==> config.mk <==
export PLATFORM = sky130hd
export DESIGN_NAME = ffha_ctrl
export DESIGN_NICKNAME = d
export VERILOG_FILES = /design/src/rtl/ffha_pkg.sv /design/src/rtl/ffha_ctrl.sv
export SDC_FILE = /design/constraint.sdc
export NUM_CORES = 1
export LEC_CHECK = 0
export BUFFER_PORTS_ARGS = -buffer_cell sky130_fd_sc_hd__buf_4
export CORE_UTILIZATION = 58
export CTS_CLUSTER_DIAMETER = 60
export DETAILED_ROUTE_END_ITERATION = 10
export PLACE_DENSITY = 0.83
export RECOVER_POWER = 25
export SETUP_SLACK_MARGIN = 0.3
export SLEW_MARGIN = 20
export SYNTH_ARGS = -nofsm -noshare
export SYNTH_HDL_FRONTEND = slang
export SYNTH_SLANG_ARGS = --single-unit
==> constraint.sdc <==
create_clock -name i_clk -period 4.25 [get_ports i_clk]
set_clock_uncertainty 0.05 [all_clocks]
set_input_delay 0.6375 -clock i_clk [delete_from_list [all_inputs] [get_ports i_clk]]
set_output_delay 0.6375 -clock i_clk [all_outputs]
set_load 0.01 [all_outputs]
==> src/rtl/ffha_pkg.sv <==
// Shared constants, command codes and status types of the first-fit heap allocator.
package ffha_pkg;

    localparam int DEF_HEAP_BYTES   = 65536;
    localparam int DEF_HEADER_BYTES = 9;
    localparam int DEF_MAX_BLOCKS   = 256;

    localparam int FIELD_W = 16;

    localparam logic [1:0] ST_OK      = 2'd0;
    localparam logic [1:0] ST_ZERO    = 2'd1;
    localparam logic [1:0] ST_SPACE   = 2'd2;
    localparam logic [1:0] ST_UNKNOWN = 2'd3;

    typedef enum logic [4:0] {
        CMD_NONE,
        CMD_LOAD,
        CMD_RD_IDX,
        CMD_STEP,
        CMD_TAKE_WHOLE,
        CMD_SPLIT_INIT,
        CMD_RD_K,
        CMD_WR_K,
        CMD_INS_REM,
        CMD_INS_HEAD,
        CMD_APPEND,
        CMD_SET_ZERO,
        CMD_SET_SPACE,
        CMD_SET_UNKNOWN,
        CMD_SET_OK,
        CMD_RD_0,
        CMD_MG_LOAD,
        CMD_RD_R,
        CMD_MG_STEP,
        CMD_MG_FIN,
        CMD_PUSH
    } t_cmd;

    typedef struct packed {
        logic is_alloc;
        logic size_zero;
        logic addr_zero;
        logic count_zero;
        logic hit;
        logic can_split;
        logic scan_last;
        logic append_ok;
        logic shift_more;
        logic one_block;
        logic merge_last;
        logic out_busy;
    } t_dp_status;

endpackage

==> src/rtl/ffha_ctrl.sv <==
// Sequencer of the heap allocator: walks search, split shift, append and merge steps.
module ffha_ctrl (
    input  logic                 i_clk,
    input  logic                 i_rst_n,
    input  logic                 i_in_valid,
    output logic                 o_in_ready,
    input  ffha_pkg::t_dp_status i_stat,
    output ffha_pkg::t_cmd       o_cmd
);

    typedef enum logic [15:0] {
        S_IDLE     = 16'h0001,
        S_DECIDE   = 16'h0002,
        S_SCAN_RD  = 16'h0004,
        S_SCAN_CHK = 16'h0008,
        S_TAIL     = 16'h0010,
        S_SH_TEST  = 16'h0020,
        S_SH_RD    = 16'h0040,
        S_SH_WR    = 16'h0080,
        S_INS_REM  = 16'h0100,
        S_INS_HEAD = 16'h0200,
        S_MG_RD0   = 16'h0400,
        S_MG_LD0   = 16'h0800,
        S_MG_RD    = 16'h1000,
        S_MG_CHK   = 16'h2000,
        S_MG_FIN   = 16'h4000,
        S_FINISH   = 16'h8000
    } t_state;

    t_state r_state, n_state;

    assign o_in_ready = (r_state == S_IDLE);

    always_comb begin
        n_state = r_state;
        o_cmd   = ffha_pkg::CMD_NONE;
        unique case (r_state)
            S_IDLE: begin
                if (i_in_valid) begin
                    o_cmd   = ffha_pkg::CMD_LOAD;
                    n_state = S_DECIDE;
                end
            end
            S_DECIDE: begin
                if (i_stat.is_alloc && i_stat.size_zero) begin
                    o_cmd   = ffha_pkg::CMD_SET_ZERO;
                    n_state = S_FINISH;
                end else if (!i_stat.is_alloc && i_stat.addr_zero) begin
                    o_cmd   = ffha_pkg::CMD_SET_OK;
                    n_state = S_FINISH;
                end else if (i_stat.count_zero) begin
                    n_state = S_TAIL;
                end else begin
                    n_state = S_SCAN_RD;
                end
            end
            S_SCAN_RD: begin
                o_cmd   = ffha_pkg::CMD_RD_IDX;
                n_state = S_SCAN_CHK;
            end
            S_SCAN_CHK: begin
                if (i_stat.hit && !i_stat.is_alloc) begin
                    n_state = S_MG_RD0;
                end else if (i_stat.hit && i_stat.can_split) begin
                    o_cmd   = ffha_pkg::CMD_SPLIT_INIT;
                    n_state = S_SH_TEST;
                end else if (i_stat.hit) begin
                    o_cmd   = ffha_pkg::CMD_TAKE_WHOLE;
                    n_state = S_FINISH;
                end else begin
                    o_cmd   = ffha_pkg::CMD_STEP;
                    n_state = i_stat.scan_last ? S_TAIL : S_SCAN_RD;
                end
            end
            S_TAIL: begin
                if (!i_stat.is_alloc) begin
                    o_cmd = ffha_pkg::CMD_SET_UNKNOWN;
                end else if (i_stat.append_ok) begin
                    o_cmd = ffha_pkg::CMD_APPEND;
                end else begin
                    o_cmd = ffha_pkg::CMD_SET_SPACE;
                end
                n_state = S_FINISH;
            end
            S_SH_TEST: begin
                n_state = i_stat.shift_more ? S_SH_RD : S_INS_REM;
            end
            S_SH_RD: begin
                o_cmd   = ffha_pkg::CMD_RD_K;
                n_state = S_SH_WR;
            end
            S_SH_WR: begin
                o_cmd   = ffha_pkg::CMD_WR_K;
                n_state = S_SH_TEST;
            end
            S_INS_REM: begin
                o_cmd   = ffha_pkg::CMD_INS_REM;
                n_state = S_INS_HEAD;
            end
            S_INS_HEAD: begin
                o_cmd   = ffha_pkg::CMD_INS_HEAD;
                n_state = S_FINISH;
            end
            S_MG_RD0: begin
                o_cmd   = ffha_pkg::CMD_RD_0;
                n_state = S_MG_LD0;
            end
            S_MG_LD0: begin
                o_cmd   = ffha_pkg::CMD_MG_LOAD;
                n_state = i_stat.one_block ? S_MG_FIN : S_MG_RD;
            end
            S_MG_RD: begin
                o_cmd   = ffha_pkg::CMD_RD_R;
                n_state = S_MG_CHK;
            end
            S_MG_CHK: begin
                o_cmd   = ffha_pkg::CMD_MG_STEP;
                n_state = i_stat.merge_last ? S_MG_FIN : S_MG_RD;
            end
            S_MG_FIN: begin
                o_cmd   = ffha_pkg::CMD_MG_FIN;
                n_state = S_FINISH;
            end
            S_FINISH: begin
                if (!i_stat.out_busy) begin
                    o_cmd   = ffha_pkg::CMD_PUSH;
                    n_state = S_IDLE;
                end
            end
            default: begin
                n_state = S_IDLE;
            end
        endcase
    end

    always_ff @(posedge i_clk) begin
        if (!i_rst_n) begin
            r_state <= S_IDLE;
        end else begin
            r_state <= n_state;
        end
    end

endmodule

; ---- Word-level counts from Yosys, hierarchy flattened
; Index checks and enable logic that the tools add are counted.
[classes]
reduce_logical = 7
n_mux = 23
eq_ne = 18
[ops]
columns = operator, count
row1 = $pmux 16 s14, 1
row2 = $mux 16, 7
row3 = $pmux 5 s15, 1
row4 = $mux 15, 2
row5 = $eq 16x1->1 const B, 1
row6 = $eq 16x10->1 const B, 1
row7 = $eq 16x11->1 const B, 1
row8 = $eq 16x12->1 const B, 1
row9 = $eq 16x13->1 const B, 1
row10 = $eq 16x14->1 const B, 1
row11 = $eq 16x15->1 const B, 1
row12 = $eq 16x16->1 const B, 1
row13 = $eq 16x2->1 const B, 1
row14 = $eq 16x3->1 const B, 1
row15 = $eq 16x4->1 const B, 1
row16 = $eq 16x5->1 const B, 1
row17 = $eq 16x6->1 const B, 1
row18 = $eq 16x7->1 const B, 1
row19 = $eq 16x8->1 const B, 1
row20 = $eq 16x9->1 const B, 1
row21 = $mux 3, 5
row22 = $mux 5, 3
row23 = $mux 9, 1
row24 = $mux 4, 2
row25 = other kinds (6), 10
[word_totals]
in_bits = 15
elab_cells = 49
register_bits = 16
out_inout_bits = 6

; ---- Depth between registers and ports, before layout
; Gate-level depths: netlist (run 1).
[depth]
word_depth = 5
ltp_mapped = 6
mapped_depth_nobuf = 5

; ---- Worst setup path before layout (run 1)
; Ideal clock, no wire load.
[synth_timing]
path_kind = register to output
start = reg r_state[8]
end = out o_cmd[0]
setup_slack_ps = 1611
arrival_ps = 1952
t_required_ps = 3562
n_path_buf = 1
stages_incl_launch_ff = 7
path_cell_list = dfxtp_1 buf_2 or4_4 or4_4 o22ai_1 a211oi_1 nand4_1
[synth_between]
elab_chain_cells = 2
elab_cells_between_ends = 16
classes_between = eq/ne: 15 / mux: 1
[synth_rtl]
columns = element, line
row1 = "start, declared", ffha_ctrl.sv:30  ; t_state r_state, n_state;
row2 = "start signal, assigned", ffha_ctrl.sv:140  ; r_state <= n_state;
row3 = $eq 16x16->1 (tied with other cells), ffha_ctrl.sv:37  ; unique case (r_state)
row4 = $pmux 5 s15 *, ffha_ctrl.sv:37
row5 = "end, declared", ffha_ctrl.sv:8  ; output ffha_pkg::t_cmd o_cmd
; Mark *: on every way between the ends. The rest lies on a longest branch, timed or not.

; ---- Worst setup path in the final report (run 1)
[layout_timing]
start = reg r_state[8]
end = out o_cmd[2]
; Same word-level chain as after synthesis.

==> reports/summary.md, run 1 <==
The run finished with clean final reports. The register with the most flip-flops in the layout has 16 of them. The worst hold path belongs to the class in2reg. During I/O placement, the number of pins put on the boundary was 21. The critical path is of the reg2out type. The number of enable flip-flop cells after synthesis was 0. The tools report the critical register-to-register path startpoint as r_state[8].

The critical path capture point type is an output pin. Once layout is done, the placed cells without fillers occupy 1320 µm². For the number of clock sinks seen by CTS, the log shows 16. The synthesis-to-layout area growth was 15.4%; the routed via count was 1233. The run gives 0 as the number of antenna violations at the first check in global routing. The layout has 145 filler cells.

The core region is 1780 µm². The routed design has 3.10 mm of wire. The part of the cycle the worst path needs works out to 80.5%.

Synthesis instantiated 43 different standard cells from the library. The power density of the placed cells was 229 nW/µm²; the number of pins exceeding their max-slew limit in the final report was 0. The clock transition time at the flip-flop clock pins of the worst setup and hold paths is 0.10 ns, and the post-CTS setup buffer count is 0. The register with the most flip-flops in the final layout is r_state. The pre-CTS worst setup slack is 1.43 ns.

TritonCTS built the clock tree. The total nets after synthesis was 155. The portion of the post-synthesis area used by sequential elements is 27.9%, and the number of buffer cells added on primary ports is 20. At the pin with the least slew margin, the transition time is 1.01 ns.

Entering global routing, the biggest net connects 10 pins. For this run, the leading register cell type out of synthesis is sky130_fd_sc_hd__dfxtp_1. The floorplan has 15 rows. Among all stages on the critical path, the largest delay is contributed by sky130_fd_sc_hd__nor4_1. The detailed-routing iteration count for the pre-antenna-repair pass is 6. The floorplan step defined a die boundary enclosing 2160 µm².

The logs give 0 for the number of endpoints failing setup at the final stage and 176 for the count of nets after finishing. Clock latency on the worst-skew pair, taken at its later pin, is 0.30 ns. For the count of warnings emitted by yosys, the log shows 0.

Setup repair after global routing left no endpoint under its margin. The count of H-tree levels built during CTS was 1. The tools report the root buffer cell as sky130_fd_sc_hd__clkbuf_4. After synthesis, the mean cell area works out to 8.19 µm².

After synthesis the cells add up to 1150 µm². In the global route stage, overall resource usage came out at 33.3%. The net switching power figure was 0.0896 mW. In the final layout, the registers with the most flip-flops are r_state (16). Walking the worst path, the cells encountered are nor4_1 > and3_1 > and4b_1 > a21boi_0 > o211ai_1 > buf_4. In the final layout, the share of cells above drive strength 1 is 23.9%. The run gives 2.45 mm as the half-perimeter wire length after detailed placement.

The switching part of the total is 29.6%. The logs give 2 for the maximum buffer depth of the clock tree and 0 for the count of maximum capacitance violations. The worst hold path startpoint was i_stat[3]. From left edge to right edge, the die measures 46.5 µm. The worst-case vdd ir drop was 0.175 mV; the total buffers and inverters traversed by the critical path was 1.

Across all setup checks in the final design, the least slack found is 0.829 ns. The number of storage elements in the synthesis netlist was 16. The residual overflow from global routing is 0. Counting flops with an async set or reset pin after synthesis yields a share of 0%. In the routed layout, each cell is associated on average with a via count of 6.70.

The count of nets left with antenna violations once routing finished came out at 0. Internal power comes to 0.213 mW. In this run the static leakage power is 0.504 nW. For this configuration, the core starts out at a cell density of 64.3%. In this run, post-CTS repair resized a total of 0 instances. Leaving out fill and tap cells, the most frequent cell in the layout is sky130_fd_sc_hd__buf_4.

Per report_power, the combinational group accounts for 20.9% of the total. The tools report the count of hold buffers inserted by post-cts repair as 0. The logs give 4.96 mm for the first-pass GRT wire length and 27.7% for the clock power share.

The number of antenna diodes in the final layout is 0. Synthesis produced 140 cells. The required time of the critical path is 3.56 ns, and the clock period minus worst slack is 3.42 ns.

The critical-path maximum fanout is 9. Counting the buffers created by CTS gives 3. Height of the die: 46.5 µm. For the last weighted congestion value of the routability-driven placer, the log shows 0.857. After routing, the total negative slack on setup checks comes to 0 ns. The first-iteration detailed-routing DRC count is 50, and the max-slew headroom at the worst pin is 31.8%. Leaving out fill and tap cells, the most frequent cells in the layout are 21 x sky130_fd_sc_hd__buf_4, 20 x sky130_fd_sc_hd__nor2_1, 16 x sky130_fd_sc_hd__dfxtp_1, 9 x sky130_fd_sc_hd__a21oi_1. Origin of the worst setup path: r_state[8]. The average wire per cell in the routed design is 16.9 µm. The number of global-route vias before repair was 1083.

Critical path's largest stage delay: 0.90 ns. For the remaining routing DRC violations, the log shows 0. The startpoint type of the worst setup path is a register. The final hold violation count is 0, and the post-placement cell area is 1310 µm².

The highest clock frequency the design can meet is 292 MHz, and the part of the power in registers is 51.4%. STA puts the critical path data arrival time at 2.73 ns. Among cell families on the critical path, the largest total delay comes from simple AND/OR/NAND/NOR gates.
-- cells in the mapped netlist, types with 2 or more instances --
| cell | count | area share (%) |
|---|---|---|
| sky130_fd_sc_hd__and4b_1 | 2 | 1.7 |
| sky130_fd_sc_hd__xor2_1 | 3 | 2.3 |
| sky130_fd_sc_hd__nor3b_1 | 2 | 1.3 |
| sky130_fd_sc_hd__clkbuf_1 | 2 | 0.66 |
| sky130_fd_sc_hd__o211ai_1 | 2 | 1.3 |
| sky130_fd_sc_hd__inv_1 | 4 | 1.3 |
| sky130_fd_sc_hd__o32a_1 | 2 | 1.7 |
| sky130_fd_sc_hd__or4_1 | 2 | 1.3 |
| sky130_fd_sc_hd__and3_1 | 2 | 1.1 |
| sky130_fd_sc_hd__or4b_2 | 3 | 2.6 |
| sky130_fd_sc_hd__a21oi_1 | 9 | 3.9 |
| sky130_fd_sc_hd__nand3_1 | 7 | 3.1 |
| sky130_fd_sc_hd__or4_4 | 2 | 2.0 |
| sky130_fd_sc_hd__nand4b_1 | 2 | 1.5 |
| sky130_fd_sc_hd__nor4b_1 | 8 | 6.1 |
| sky130_fd_sc_hd__dfxtp_1 | 16 | 28 |
| sky130_fd_sc_hd__nor2_1 | 20 | 6.6 |
| sky130_fd_sc_hd__nor4_2 | 5 | 5.5 |
| sky130_fd_sc_hd__mux2i_1 | 2 | 1.7 |
| sky130_fd_sc_hd__a31oi_1 | 2 | 1.1 |
| sky130_fd_sc_hd__buf_2 | 3 | 1.3 |
| sky130_fd_sc_hd__nor4_1 | 4 | 2.2 |
| sky130_fd_sc_hd__nand2_1 | 8 | 2.6 |
| sky130_fd_sc_hd__xnor2_1 | 2 | 1.5 |
| sky130_fd_sc_hd__nand4_1 | 8 | 4.4 |
-- stage by stage --
step                      util, %  instances  power (mW)  hold slack, ns
after floorplan                 -        140       0.193           0.460
final                        74.2        184       0.303           0.459
after global routing         74.2        184       0.313           0.462
after CTS                    74.9        184       0.303           0.454
after detailed placement     73.6        181       0.221           0.499
after global placement       73.6        181       0.220           0.489
-- layer usage --
| layer | part of all wire [%] | GRT usage, % |
|---|---|---|
| met5 | 0 | 0 |
| met1 | 44 | 42.9 |
| met4 | 2.8 | 18.8 |
| met2 | 47 | 52.8 |
| met3 | 6.7 | 4.31 |
-- worst paths after layout --
kind                endpoint  slack (ns)  cells after the start
hold reg to reg   r_state[8]        0.52                      2
hold / removal    r_state[8]        0.46                      2
setup reg to reg  r_state[4]        1.56                      5
setup / recovery    o_cmd[2]        0.83                      6
-- power groups by stage --
| stage | logic (mW) | clock network [mW] | registers [mW] |
|---|---|---|---|
| 2_1_floorplan | 0.0346 | 0 | 0.158 |
| 3_3_place_gp | 0.0608 | 0 | 0.159 |
| 3_5_place_dp | 0.0616 | 0 | 0.159 |
| 4_1_cts | 0.0619 | 0.0851 | 0.156 |
| 5_1_grt | 0.0680 | 0.0890 | 0.156 |
| 6_report | 0.0635 | 0.0839 | 0.156 |
-- cells by family after synthesis --
family | count (synthesis) | synth area share (%)
compound gates | 25 | 16.0
flops | 16 | 27.9
buf+inv | 9 | 3.27
mux | 3 | 2.73
xor+xnor | 5 | 3.82
simple gates | 82 | 46.2
-- final cells by class --
class,count,area [µm²],share of cell area [%]
Sequential cell,16,320,24.2
Inverter,4,15.0,1.14
Timing Repair Buffer,21,158,11.9
Tap cell,25,31.3,2.37
Clock buffer,3,22.5,1.70
Multi-Input combinational cell,115,776,58.7
Power figures use the tool's default switching activity.
==> run 2, diff against run 1 <==
- CORE_UTILIZATION: 58 -> 54
- PLACE_DENSITY: 0.83 -> 0.78
- clock period: 4.25 -> 3.5 ns (I/O delays scaled with it)
==> reports/summary.md, run 2 (same netlist as run 1, synthesis figures left out) <==
The number of pins exceeding their max-slew limit in the final report was 0 (unchanged). The first-pass GRT wire length was 4.75 mm (-4.2%). The core area was 1980 µm² (+11%).

The logs give 16 (+1) for the number of rows in the core area and 3.05 mm (-1.7%) for the total detailed-routing wirelength. The tools report the number of buffers created by CTS as 3 (unchanged). The critical register-to-register path startpoint was r_state[4]. Startpoint type of the worst setup path: a register. Register ranked first by flip-flop count: r_state. The remaining number of nets flagged by the antenna check after routing is 0 (unchanged). Number of global-route vias before repair: 1048 (-3.2%). TritonCTS built the clock tree. The power density of the placed cells works out to 270 nW/µm² (+18%).

The share of final-layout standard cells stronger than drive strength 1 is 25.3% (+1.4 points). The setup slack of the most critical reg-to-reg path was 1.21 ns (-0.35 ns); the measured slew at the worst slew-check pin was 0.581 ns (-0.433 ns). Number of filler instances in the final layout: 174 (+20%). The average wire per cell in the routed design came out at 16.1 µm (-4.3%). The worst hold path begins at i_stat[3].

The tools report the count of nets after finishing as 179 (+1.7%). The run gives 2.92 ns (-0.64 ns) as the required time of the critical path. The post-CTS setup buffer count was 0 (unchanged). For the count of hold buffers inserted by post-cts repair, the log shows 0 (unchanged). The tools report the reported leakage power as 0.516 nW (+2.4%). The global routing stage identified its most utilized layer as met2.

The run gives 0.183 mV (+4.8%) as the worst-case vdd ir drop. After layout, the minimum clock period comes to 3.00 ns. Critical-path maximum fanout: 7 (-2).

Setup repair after global routing left no endpoint under its margin. The clock latency of the later-clocked register in the worst-skew pair is 0.28 ns (-0.02 ns), and the full die area is 2310 µm² (+7.1%). The starting density of the core is 57.8% (-6.5 points), and the fraction of met1 tracks used by global routing is 39.9% (-3.0 points).

The half-perimeter wire length after detailed placement was 2.42 mm (-1.3%); the fraction of met2 tracks used by global routing was 50.5% (-2.2 points). The number of diodes added for antenna fixing was 0 (unchanged); the height of the die was 48.1 µm (+3.5%). The tools report the highest clock frequency the design can meet as 333 MHz.

The tools report the maximum number of pins on one net before global-route repair as 10 (unchanged). The class of the tightest hold or removal check was in2reg. The run gives 0 (unchanged) as the residual overflow from global routing. The total negative setup slack was 0 ns (unchanged); the number of endpoints failing setup at the final stage was 0 (unchanged).

The tools report the count of pins on the block boundary as 21 (unchanged). The number of antenna violations at the first check in global routing was 0 (unchanged); the clock transition time at the flip-flop clock pins of the worst setup and hold paths was 0.09 ns (about the same). The largest registers in the layout are r_state (16). The post-cts sizing count came out at 0 (unchanged). Leaving out fill and tap cells, the most frequent cells in the layout are 23 x sky130_fd_sc_hd__buf_4, 20 x sky130_fd_sc_hd__nor2_1, 16 x sky130_fd_sc_hd__dfxtp_1, 9 x sky130_fd_sc_hd__a21oi_1. The arrival time of the worst setup path was 2.43 ns (-0.30 ns); the number of clock sinks seen by CTS was 16 (unchanged). The critical path is of the reg2out type. The count of maximum capacitance violations was 0 (unchanged). The tools report the remaining routing DRC violations as 0 (unchanged). STA classifies the critical path endpoint as an output pin.

The final design instance area without fill was 1350 µm² (+2.1%); the number of flip-flops under the largest register name was 16 (unchanged). The library cell used most frequently in the layout, excluding fill and tap cells, is sky130_fd_sc_hd__buf_4. The run gives 47 (-6.0%) as the first-iteration detailed-routing DRC count. For the post-placement cell area, the log shows 1340 µm² (+1.9%). Maximum buffer depth of the clock tree: 2 (unchanged).

The combined global-route utilization of all metal layers was 30.2% (-3.1 points). The tree is rooted in a sky130_fd_sc_hd__clkbuf_4. The max-slew headroom at the worst pin was 60.9% (+29 points). Pre-CTS worst setup slack: 0.802 ns (-0.626 ns). The most critical setup path has its startpoint at r_state[4]. Number of vias per cell: 6.51 (-2.8%).

The tools report the count of H-tree levels built during CTS as 1 (unchanged). The part of the cycle the worst path needs is 85.8%. Routed via count: 1231 (-0.16%). The horizontal die dimension works out to 48.1 µm (+3.5%). The flow ran to the end, and the final reports show no timing, DRC or antenna violations.

The met3 demand-to-capacity share in global routing is 4.53% (+0.21 points), and the final hold violation count is 0 (unchanged). Compared with the post-synthesis result, the final layout area differs by 17.8%. The least setup slack across all paths after layout is 0.496 ns (-0.333 ns), and the detailed-routing iteration count for the pre-antenna-repair pass is 4 (-2). The number of buffer cells added on primary ports came out at 20 (unchanged).

The last weighted congestion value of the routability-driven placer is 0.884 (+3.1%).
-- run 2: final timing paths --
check                     end  cells past startpoint
setup / recovery     o_cmd[0]                      6
hold / removal     r_state[8]                      2
hold reg to reg    r_state[7]                      2
setup reg to reg  r_state[15]                      5
-- run 2: metal layers --
metal | up-vias | share of wire [%]
li1 | 592 | -
met1 | 582 | 44
met2 | 53 | 47
met3 | 4 | 7.1
met4 | 0 | 0.98
met5 | - | 0
-- run 2: where the power goes --
part	switching, mW	leakage [nW]	total [mW]	internal (mW)
Sequential	0.00458	0.129	0.189	0.185
Combinational	0.0414	0.373	0.0775	0.0361
Clock	0.0582	0.0138	0.0981	0.0399
Total	0.104	0.516	0.365	0.261
-- run 2: worst max-delay path, cell delays in order, from the launching register on --
cell and delay, ns:
sky130_fd_sc_hd__dfxtp_1 0.38, sky130_fd_sc_hd__or4_1 0.66, sky130_fd_sc_hd__or4_4 0.58, sky130_fd_sc_hd__o22ai_1 0.22
sky130_fd_sc_hd__a211oi_1 0.08, sky130_fd_sc_hd__nand4_1 0.12, sky130_fd_sc_hd__buf_4 0.12
-- run 2: area by class of cell --
cell class / instances / area [µm²] / area share [%]
well taps: 27 / 33.8 / 2.50
flip-flops and latches: 16 / 320 / 23.7
clock buffers: 3 / 22.5 / 1.67
multi-input cells: 115 / 782 / 57.9
inverters: 4 / 15.0 / 1.11
repair buffers: 24 / 176 / 13.1
-- run 2: stage by stage --
stage	cells	utilization (%)	hold slack, ns	total power, mW
2_1_floorplan	140	-	0.460	0.234
3_3_place_gp	186	67.5	0.488	0.268
3_5_place_dp	186	67.5	0.499	0.269
4_1_cts	189	68.6	0.367	0.364
5_1_grt	189	68.1	0.358	0.381
6_report	189	68.1	0.373	0.365
